--- src/rtl/core/pea_pkg.sv ---
// Shared types and constants for the point extent along axis block.
// No dependencies.
`default_nettype none
package pea_pkg;

  localparam int unsigned CoordW   = 32;
  localparam int unsigned DiffW    = 33;
  localparam int unsigned ProdW    = 65;
  localparam int unsigned DotW     = 66;
  localparam int unsigned DenW     = 64;
  localparam int unsigned NumW     = 81;
  localparam int unsigned DivCntW  = 7;
  localparam int unsigned CfgIdxW  = 3;
  localparam logic [CoordW-1:0] DirZReset = 32'h0001_0000;

  typedef enum logic [CfgIdxW-1:0] {
    REG_AXIS_PX = 3'd0,
    REG_AXIS_PY = 3'd1,
    REG_AXIS_PZ = 3'd2,
    REG_DIR_X   = 3'd3,
    REG_DIR_Y   = 3'd4,
    REG_DIR_Z   = 3'd5
  } reg_idx_e;

  typedef struct packed {
    logic signed [CoordW-1:0] px;
    logic signed [CoordW-1:0] py;
    logic signed [CoordW-1:0] pz;
    logic                     last_point;
  } point_t;

  typedef struct packed {
    logic signed [CoordW-1:0] top_x;
    logic signed [CoordW-1:0] top_y;
    logic signed [CoordW-1:0] top_z;
    logic signed [CoordW-1:0] base_x;
    logic signed [CoordW-1:0] base_y;
    logic signed [CoordW-1:0] base_z;
  } extent_t;

  typedef struct packed {
    logic [2:0][CoordW-1:0] ap;
    logic [2:0][CoordW-1:0] dir;
  } cfg_t;

  typedef struct packed {
    logic signed [DiffW-1:0] dx;
    logic signed [DiffW-1:0] dy;
    logic signed [DiffW-1:0] dz;
    logic                    last;
  } diff_t;

  typedef struct packed {
    logic valid;
    logic ready;
  } hs_t;

endpackage
`default_nettype wire

--- src/rtl/core/pea_front.sv ---
// Front end: takes points, forms the offset from the axis point, queues it.
// Depends on pea_pkg.
`default_nettype none
module pea_front (
  input  wire logic            clk_i,
  input  wire logic            rst_ni,
  input  wire pea_pkg::cfg_t   cfg_i,
  input  wire logic            push_i,
  input  wire pea_pkg::point_t pt_i,
  output logic                 full_o,
  output pea_pkg::diff_t       diff_o,
  output logic                 diff_valid_o,
  input  wire logic            diff_pop_i
);
  import pea_pkg::*;

  diff_t       mem_q [2];
  logic        wr_ptr_q, rd_ptr_q;
  logic [1:0]  cnt_q;
  diff_t       item;
  logic        do_push, do_pop;

  assign full_o       = (cnt_q == 2'd2);
  assign diff_valid_o = (cnt_q != 2'd0);
  assign diff_o       = mem_q[rd_ptr_q];
  assign do_push      = push_i && !full_o;
  assign do_pop       = diff_pop_i && diff_valid_o;

  always_comb begin
    item.dx   = DiffW'(pt_i.px) - DiffW'($signed(cfg_i.ap[0]));
    item.dy   = DiffW'(pt_i.py) - DiffW'($signed(cfg_i.ap[1]));
    item.dz   = DiffW'(pt_i.pz) - DiffW'($signed(cfg_i.ap[2]));
    item.last = pt_i.last_point;
  end

  always_ff @(posedge clk_i) begin
    if (do_push) begin
      mem_q[wr_ptr_q] <= item;
    end
  end

  always_ff @(posedge clk_i or negedge rst_ni) begin
    if (!rst_ni) begin
      wr_ptr_q <= 1'b0;
      rd_ptr_q <= 1'b0;
      cnt_q    <= 2'd0;
    end else begin
      if (do_push) wr_ptr_q <= ~wr_ptr_q;
      if (do_pop)  rd_ptr_q <= ~rd_ptr_q;
      cnt_q <= cnt_q + {1'b0, do_push} - {1'b0, do_pop};
    end
  end

  assert property (@(posedge clk_i) disable iff (!rst_ni) cnt_q != 2'd3)
    else $error("queue count out of range");
  assert property (@(posedge clk_i) disable iff (!rst_ni)
    (do_push && !do_pop) |=> cnt_q == $past(cnt_q) + 2'd1)
    else $error("queue count lost a push");
  assert property (@(posedge clk_i) disable iff (!rst_ni)
    (cnt_q == 2'd0) |-> (wr_ptr_q == rd_ptr_q))
    else $error("queue pointers disagree when empty");

endmodule
`default_nettype wire

--- config.mk ---
export PLATFORM = sky130hd
export DESIGN_NAME = pea_front
export DESIGN_NICKNAME = d
export VERILOG_FILES = /design/src/rtl/core/pea_pkg.sv /design/src/rtl/core/pea_front.sv
export SDC_FILE = /design/constraint.sdc
export NUM_CORES = 1
export LEC_CHECK = 0
export BUFFER_PORTS_ARGS = -buffer_cell sky130_fd_sc_hd__buf_4
export CORE_AREA = 3 3 163 165
export DETAILED_ROUTE_END_ITERATION = 10
export DIE_AREA = 0 0 166 168
export MAX_ROUTING_LAYER = met4
export PLACE_DENSITY = 0.79
export SLEW_MARGIN = 30
export SYNTH_ARGS = -nofsm -noshare
export SYNTH_HDL_FRONTEND = slang
export SYNTH_SLANG_ARGS = --single-unit
--- constraint.sdc ---
create_clock -name clk_i -period 6.32 [get_ports clk_i]
set_clock_uncertainty 0.05 [all_clocks]
set_input_delay 0.948 -clock clk_i [delete_from_list [all_inputs] [get_ports clk_i]]
set_output_delay 0.948 -clock clk_i [all_outputs]
set_load 0.05 [all_outputs]
# Word level (Yosys, flattened, before mapping)
# Memory sizes are Yosys's and may differ from the RTL's.
# Cells that the tools add are included.
[op_classes]
n_addsub = 5
n_bitwise = 2
mux = 2
n_reduce_logical = 4
eq_ne = 1
[ops]
columns = ["cell", "n"]
rows = [
  ["subtractor 32 x 32 -> 33 bit", 3],
  ["adder 2 x 1 -> 2 bit", 1],
  ["equality test 2 bit, second input constant", 1],
  ["logical AND 1 bit", 2],
  ["two-way mux 1 bit", 2],
  ["NOT 1 bit", 2],
  ["nonzero test 2 bit", 1],
  ["subtractor 2 x 1 -> 2 bit", 1],
  ["logical NOT 1 bit", 1],
]
[word_totals]
inputBits = 293
wordCells = 18
ff_bits = 4
n_memories = 1
mem_bits_rw = 200
output_inout_bits = 102
[mem_list]
columns = ["memory", "depth", "width", "rd", "rd_ports_with_merged_regs", "write_ports", "line", "rtl"]
rows = [
  ["mem_q", 2, 100, 1, 0, 1, "pea_front.sv:17", "diff_t mem_q [2];"],
]

# Longest topological paths before layout
# Gate-level depths: netlist of run 1.
[logic_depth]
ltp_word = 5
depth_mapped = 11
ltp_nobuf = 11

# Worst setup path before layout of run 1
# OpenSTA, ideal clock, no wires.
[synth_path]
path_type = "input to register"
startpoint = "input push_i"
endpoint = "memory mem_q[0][0] in the netlist's numbering, enable pin"
setup_ns = 0.560
t_required_ns = 5.710
setup_slack_ns = 0.506
cell_stages = 2
path_buffers = 0
t_arrival_ns = 5.205
cell_sequence = "nand2_1 nor2_1"
[synth_between]
elab_chain_len = 3
[synth_rtl]
columns = ["element", "line", "rtl"]
rows = [
  ["start: declaration", "pea_front.sv:8", "input wire logic push_i,"],
  ["logical AND 1 bit", "pea_front.sv:26", "assign do_push = push_i && !full_o;"],
  ["two-way mux 1 bit", "pea_front.sv:37", "if (do_push) begin"],
  ["two-way mux 1 bit (implied by the code)", "pea_front.sv:38", "mem_q[wr_ptr_q] <= item;"],
  ["end: declaration", "pea_front.sv:17", ""],
]
# Every way passes these cells.

==> flow_summary_export.csv, run 1 <==
group,metric,value,unit
cts,clock_latency,0.51,ns
synth,ys_warn_count,0,
placed_design,gp_congestion,0.919,
global_route,grt_pass1_wl,49500,um
placed_design,place_hpwl,24200,um
cts,cts_setup_buffers,0,
layout,syn2layout_area_growth,25.9,%
floorplanning,fp.dieW,166,um
setup_path,cp.required,5.32,ns
cts,htreeDepth,1,
drt,drcViolationCount,0,
setup_path,crit_arrival,2.78,ns
layout,layout-drive-gt1-share,31.3,%
drt,ant_nets,0,
timing,min_period,3.78,ns
global_route,gr-usage-met3,5.68,%
drt,drtPass1Iterations,5,
cts,cts_buffers,22,
global_route,grt_pass1_vias,10024,
timing,slew_headroom,38.8,%
timing,post-route-period-util,59.9,%
drt,wl_per_cell,17.6,um
synth,synth_cells,1145,
power,powerDensity,404,mW/mm2
synth,synth-edff-count,200,
global_route,top_usage_layer,"met2",
global_route,gr-usage-all-layers,22.2,%
synth,synth_cell_types,71,
setup_path,path_class,"flip-flop to output port",
floorplanning,dieHeight,168,um
drt,via_per_inst,5.49,
global_route,grt_use_met2,38.9,%
floorplanning,ioPinCount,395,
setup_path,slowest_delay,1.02,ns
cts,cts-resized-gates,0,
timing,worst_slew_pin_slew,0.918,ns
global_route,overflow,0,
timing,setup_viol,0,
synth,muxShareOfSynthArea,8.89,%
placed_design,portBuffers,298,
synth,synthSimpleGateAreaFrac,8.52,%
cts,postCtsHoldBufs,0,
setup_path,crit_path_end_kind,"output port",
setup_path,cp_max_fo,64,
setup_path,startpoint_type,"flip-flop",
drt,drtIter0Drc,556,
power,max-vdd-ir-drop,291,uV
synth,synthAdderAreaFrac,10.1,%
timing,rsz0062_at_grt,"false",
synth,synth_xor_area_share,5.41,%
floorplanning,row_count,58,
global_route,grt_max_degree,66,
synth,netlist_area,0.0128,mm2
timing,hold_viol_final,0,
cts,cts_max_path_buffers,3,
setup_path,cp_num_buf_inv,2,
floorplanning,core,0.0252,mm2
synth,synth-seq-cells,204,
floorplanning,start_util,50.8,%
setup_path,path_delay_family,"flip-flops",
cts,cts_sinks,204,
setup_path,crit_chain,"buf_4, mux2_2, buf_4",
job,cap_violations,0,
power,p_leak,6.97,nW
status,status,"finished, final reports clean",
synth,synth_compound_area_share,14.6,%
setup_path,cp_slowest_cell,"dfrtp_4",
setup_path,cpMostUsedCell,"buf_4",
hold_path,hold_path.class,"primary input to async pin",
global_route,antenna_found_initial,0,
layout,antenna-diode-count,0,
layout,nets,1836,
layout,fillers,1994,
floorplanning,die-area,0.0279,mm2
cts,path_clk_slew,0.06,ns
timing,fin_tns_setup,0,ns
synth,avgSynthCellArea,11.2,um2
cts,cts_tree,"done",
timing,max_freq,264,MHz
cts,cts-root-buf,"clkbuf_16",
synth,synthArstFlopShare,1.96,%
synth,synth_top_family_by_area,"compound AO/OA/AOI/OAI gates",
timing,hold_ws,0.173,ns
synth,synth_nets,1539,
synth,ys.flop_type,"edfxtp_1",
drt,num_vias,9809,
placed_design,placed_cell_area,0.0154,mm2
global_route,use_met1,25.9,%
layout,layout_commonest_cell,"buf_4",
drt,wl,31600,um
layout,final_area,0.0161,mm2
synth,seq_area_frac_synth,47.8,%
layout,mostFrequentLayoutCells,"302 x buf_4, 200 x edfxtp_1, 133 x inv_1, 100 x mux2_2, 98 x ha_1",
timing,slew_violations,0,
-- registers in the layout, indices dropped and copies added, names as in the netlist --
| register | cells |
|---|---|
| mem_q | 200 |
| wr_ptr_q | 1 |
| cnt_q | 2 |
| rd_ptr_q | 1 |
-- Yosys cell counts (14+ instances only) --
| cell type | n | share of area [%] |
|---|---|---|
| nand2_1 | 61 | 1.8 |
| nor3_1 | 14 | 0.55 |
| xnor2_1 | 50 | 3.4 |
| mux2_2 | 100 | 8.8 |
| xor2_1 | 29 | 2.0 |
| a21o_1 | 33 | 1.9 |
| inv_1 | 133 | 3.9 |
| o21ai_0 | 41 | 1.6 |
| nor2_1 | 51 | 1.5 |
| o21bai_1 | 15 | 0.88 |
| a21oi_1 | 88 | 3.4 |
| ha_1 | 98 | 9.6 |
| nand3_1 | 21 | 0.82 |
| nand4_1 | 14 | 0.69 |
| edfxtp_1 | 200 | 47 |
| clkbuf_1 | 25 | 0.73 |
-- cell type report --
cell class / instances / area, um2 / share of cell area (%)
well taps: 330 / 413 / 2.57
multi-input cells: 779 / 6080 / 37.8
flip-flops and latches: 204 / 6110 / 38.0
clock buffers: 25 / 562 / 3.49
clock inverters: 15 / 160 / 0.996
repair buffers: 302 / 2270 / 14.1
inverters: 133 / 499 / 3.10
-- metrics by stage --
stage                     std cells  total power [mW]  util (%)  setup WS [ns]
after floorplan                1145              4.34         -          0.506
after global placement         1748              5.20      61.0           2.50
after detailed placement       1748              5.26      61.0           2.47
after CTS                      1788              6.57      63.9           2.46
after global routing           1788              6.80      63.9           2.39
final                          1788              6.50      63.9           2.54
-- logic make-up after synthesis --
family | Yosys count
AOI/OAI and AO/OA | 277
buffers and inverters | 162
muxes | 101
DFF | 204
adders and majority gates | 101
xor gates and xnor gates | 79
and+or+nand+nor | 221
-- power breakdown --
part           total [mW]  internal [mW]  switching (mW)
combinational        3.10           1.06            2.04
clock                1.29          0.764           0.526
sequential           2.11           1.96           0.157
-- metal layers --
| metal | wire length [um] | vias up | share of wire [%] |
|---|---|---|---|
| met2 | 16000 | 349 | 51 |
| met4 | 620 | 0 | 2.0 |
| met5 | 0 | - | 0 |
| li1 | - | 4803 | - |
| met3 | 2460 | 54 | 7.8 |
| met1 | 12500 | 4603 | 40 |
-- worst paths after layout --
path,depth (start not counted),slack (ns),startpoint,endpoint
worst max-delay path,3,2.54,rd_ptr_q,diff_o[3]
min in group clk_i,1,0.45,cnt_q[1],cnt_q[1]
worst max register to register,4,3.92,cnt_q[1],mem_q[0][17]
worst min-delay path,1,0.17,rst_ni,rd_ptr_q
max in group asynchronous,1,5.93,rst_ni,rd_ptr_q
worst min register to register,1,0.45,cnt_q[1],cnt_q[1]
-- worst register-to-register path, delay by kind of cell (launching register included) --
kind	cells	cell delay, ns
buffers and inverters	1	0.65
flip-flops	1	0.40
AND/OR/NAND/NOR	3	0.91
No activity file was read; power rests on OpenSTA's default activity.
==> run 2: changes to the inputs <==
CORE_AREA = 3 3 169 171   (was 3 3 163 165)
DIE_AREA = 0 0 172 174   (was 0 0 166 168)
PLACE_DENSITY = 0.77   (was 0.79)
clock period = 3.2 ns   (was 6.32 ns; I/O delays follow)
==> flow_summary_export.csv, run 2 (synthesized netlist as in run 1, its figures left out) <==
group,metric,value,unit
timing,slew_headroom,63.1,%
hold_path,hold_path.class,"primary input to flip-flop",
floorplanning,row_count,60,
timing,worst_slew_pin_slew,0.550,ns
power,max-vdd-ir-drop,426,uV
drt,wl_per_cell,17.6,um
timing,slew_violations,0,
cts,cts_buffers,22,
layout,top_regs,"mem_q: 200 flops, cnt_q: 2 flops",
timing,post-route-period-util,87.1,%
hold_path,min_path_cells,1,
drt,highest_layer,"met4",
floorplanning,fp.dieW,172,um
drt,wl_met1,12900,um
layout,fillers,2215,
setup_path,crit_arrival,2.97,ns
layout,layout_commonest_cell,"buf_4",
setup_path,reg2reg_slack,1.31,ns
layout,largest_reg_flops,200,
drt,wl_met3,2430,um
layout,mostFrequentLayoutCells,"327 x buf_4, 200 x edfxtp_1, 133 x inv_1, 100 x mux2_2, 98 x ha_1",
drt,num_vias,9940,
drt,drtPass1Iterations,5,
timing,max_freq,359,MHz
layout,nets,1866,
cts,cts-resized-gates,0,
floorplanning,start_util,47.3,%
global_route,gr-usage-all-layers,21.1,%
power,p_leak,7.14,nW
timing,min_period,2.79,ns
drt,via_per_inst,5.44,
timing,hold_viol_final,0,
placed_design,placed_cell_area,0.0156,mm2
placed_design,gp_congestion,0.926,
setup_path,path_class,"primary input to flip-flop",
placed_design,dp_worst_setup_slack,-0.107,ns
status,status,"finished, final reports clean",
hold_path,hp-start,"pt_i[0]",
layout,final_util,60.7,%
global_route,antenna_found_initial,2,
drt,ant_nets,0,
cts,cts_tree,"done",
global_route,overflow,0,
power,power,13.0,mW
floorplanning,ioPinCount,395,
cts,path_clk_slew,0.06,ns
setup_path,crit_path_end_kind,"flip-flop",
floorplanning,die-area,0.0299,mm2
layout,seqCellArea,0.00611,mm2
setup_path,cp_max_fo,3,
setup_path,reg2reg_to,"cnt_q[1]",
layout,top_register,"mem_q",
drt,wl,32100,um
job,cap_violations,0,
layout,layout-drive-gt1-share,32.5,%
global_route,grt_pass1_wl,49900,um
cts,htreeDepth,1,
layout,multiInputGateArea,0.00608,mm2
cts,cts_sinks,204,
setup_path,cp.required,3.38,ns
layout,syn2layout_area_growth,28.3,%
power,powerDensity,795,mW/mm2
floorplanning,dieHeight,174,um
hold_path,min_to,"mem_q[1][0]",
setup_path,r2r-start,"cnt_q[1]",
layout,final_area,0.0164,mm2
timing,rsz0062_at_grt,"false",
placed_design,portBuffers,298,
timing,setup_viol,0,
timing,fin_ws,0.412,ns
cts,cts_max_path_buffers,3,
floorplanning,core,0.0270,mm2
drt,drtIter0Drc,557,
cts,clock_latency,0.49,ns
drt,drcViolationCount,0,
setup_path,r2r_cells,7,
global_route,grt_pass1_vias,10138,
global_route,grt_max_degree,63,
setup_path,startpoint_type,"primary input",
timing,fin_tns_setup,0,ns
cts,cts-root-buf,"clkbuf_16",
placed_design,place_hpwl,24900,um
drt,met2_length,16200,um
==> run 2: timing repair <==
| item | in CTS | in global routing |
|---|---|---|
| endpoints found under the hold margin | 4 | 0 |
| buffers inserted | 0 | 0 |
| hold buffers | 1 | 0 |
| setup endpoints to repair | 0 | 0 |
==> run 2: power breakdown <==
| part | internal, mW | switching, mW |
|---|---|---|
| Sequential | 3.86 | 0.180 |
| Clock | 1.62 | 0.971 |
| Combinational | 2.20 | 4.20 |
==> run 2: worst max-delay path by stage <==
stage	from	endpoint	slack [ns]	depth (start not counted)
detailed placement	cfg_i[128]	mem_q[0][64]	-0.11	11
global route	cfg_i[128]	mem_q[0][64]	0.17	11
global placement	cfg_i[128]	mem_q[0][64]	-0.10	11
finish	cfg_i[128]	mem_q[1][64]	0.41	11
CTS	cfg_i[128]	mem_q[1][64]	0.40	11
floorplan	pt_i[33]	mem_q[0][64]	0.39	11
==> run 2: stage by stage <==
step	cells	hold WS [ns]
after floorplan	1145	0.134
after global placement	1788	0.228
after detailed placement	1788	0.227
after CTS	1826	0.0921
after global routing	1828	0.0989
final	1828	0.117
==> run 2: per-layer routing <==
metal,global-route usage (%),up-vias
met1,24.7,4698
li1,-,4872
met4,4.92,0
met5,-,-
met2,36.8,328
met3,5.07,42
==> run 2: layout make-up <==
class                   count  area share, %
clock buffers              27           3.60
flip-flops and latches    204           37.3
inverters                 133           3.04
diodes                      2         0.0305
multi-input cells         779           37.1
well taps                 341           2.60
repair buffers            332           15.5
clock inverters            10          0.878
==> run 2: critical path, stage by stage <==
cell	delay, ns
buf_4	0.11
ha_1	0.23
fa_1	0.40
nand2b_1	0.19
a21oi_1	0.18
o211ai_1	0.15
a21oi_1	0.28
o21ai_1	0.20
o31ai_1	0.31
nor4_1	0.09
a311o_1	0.34
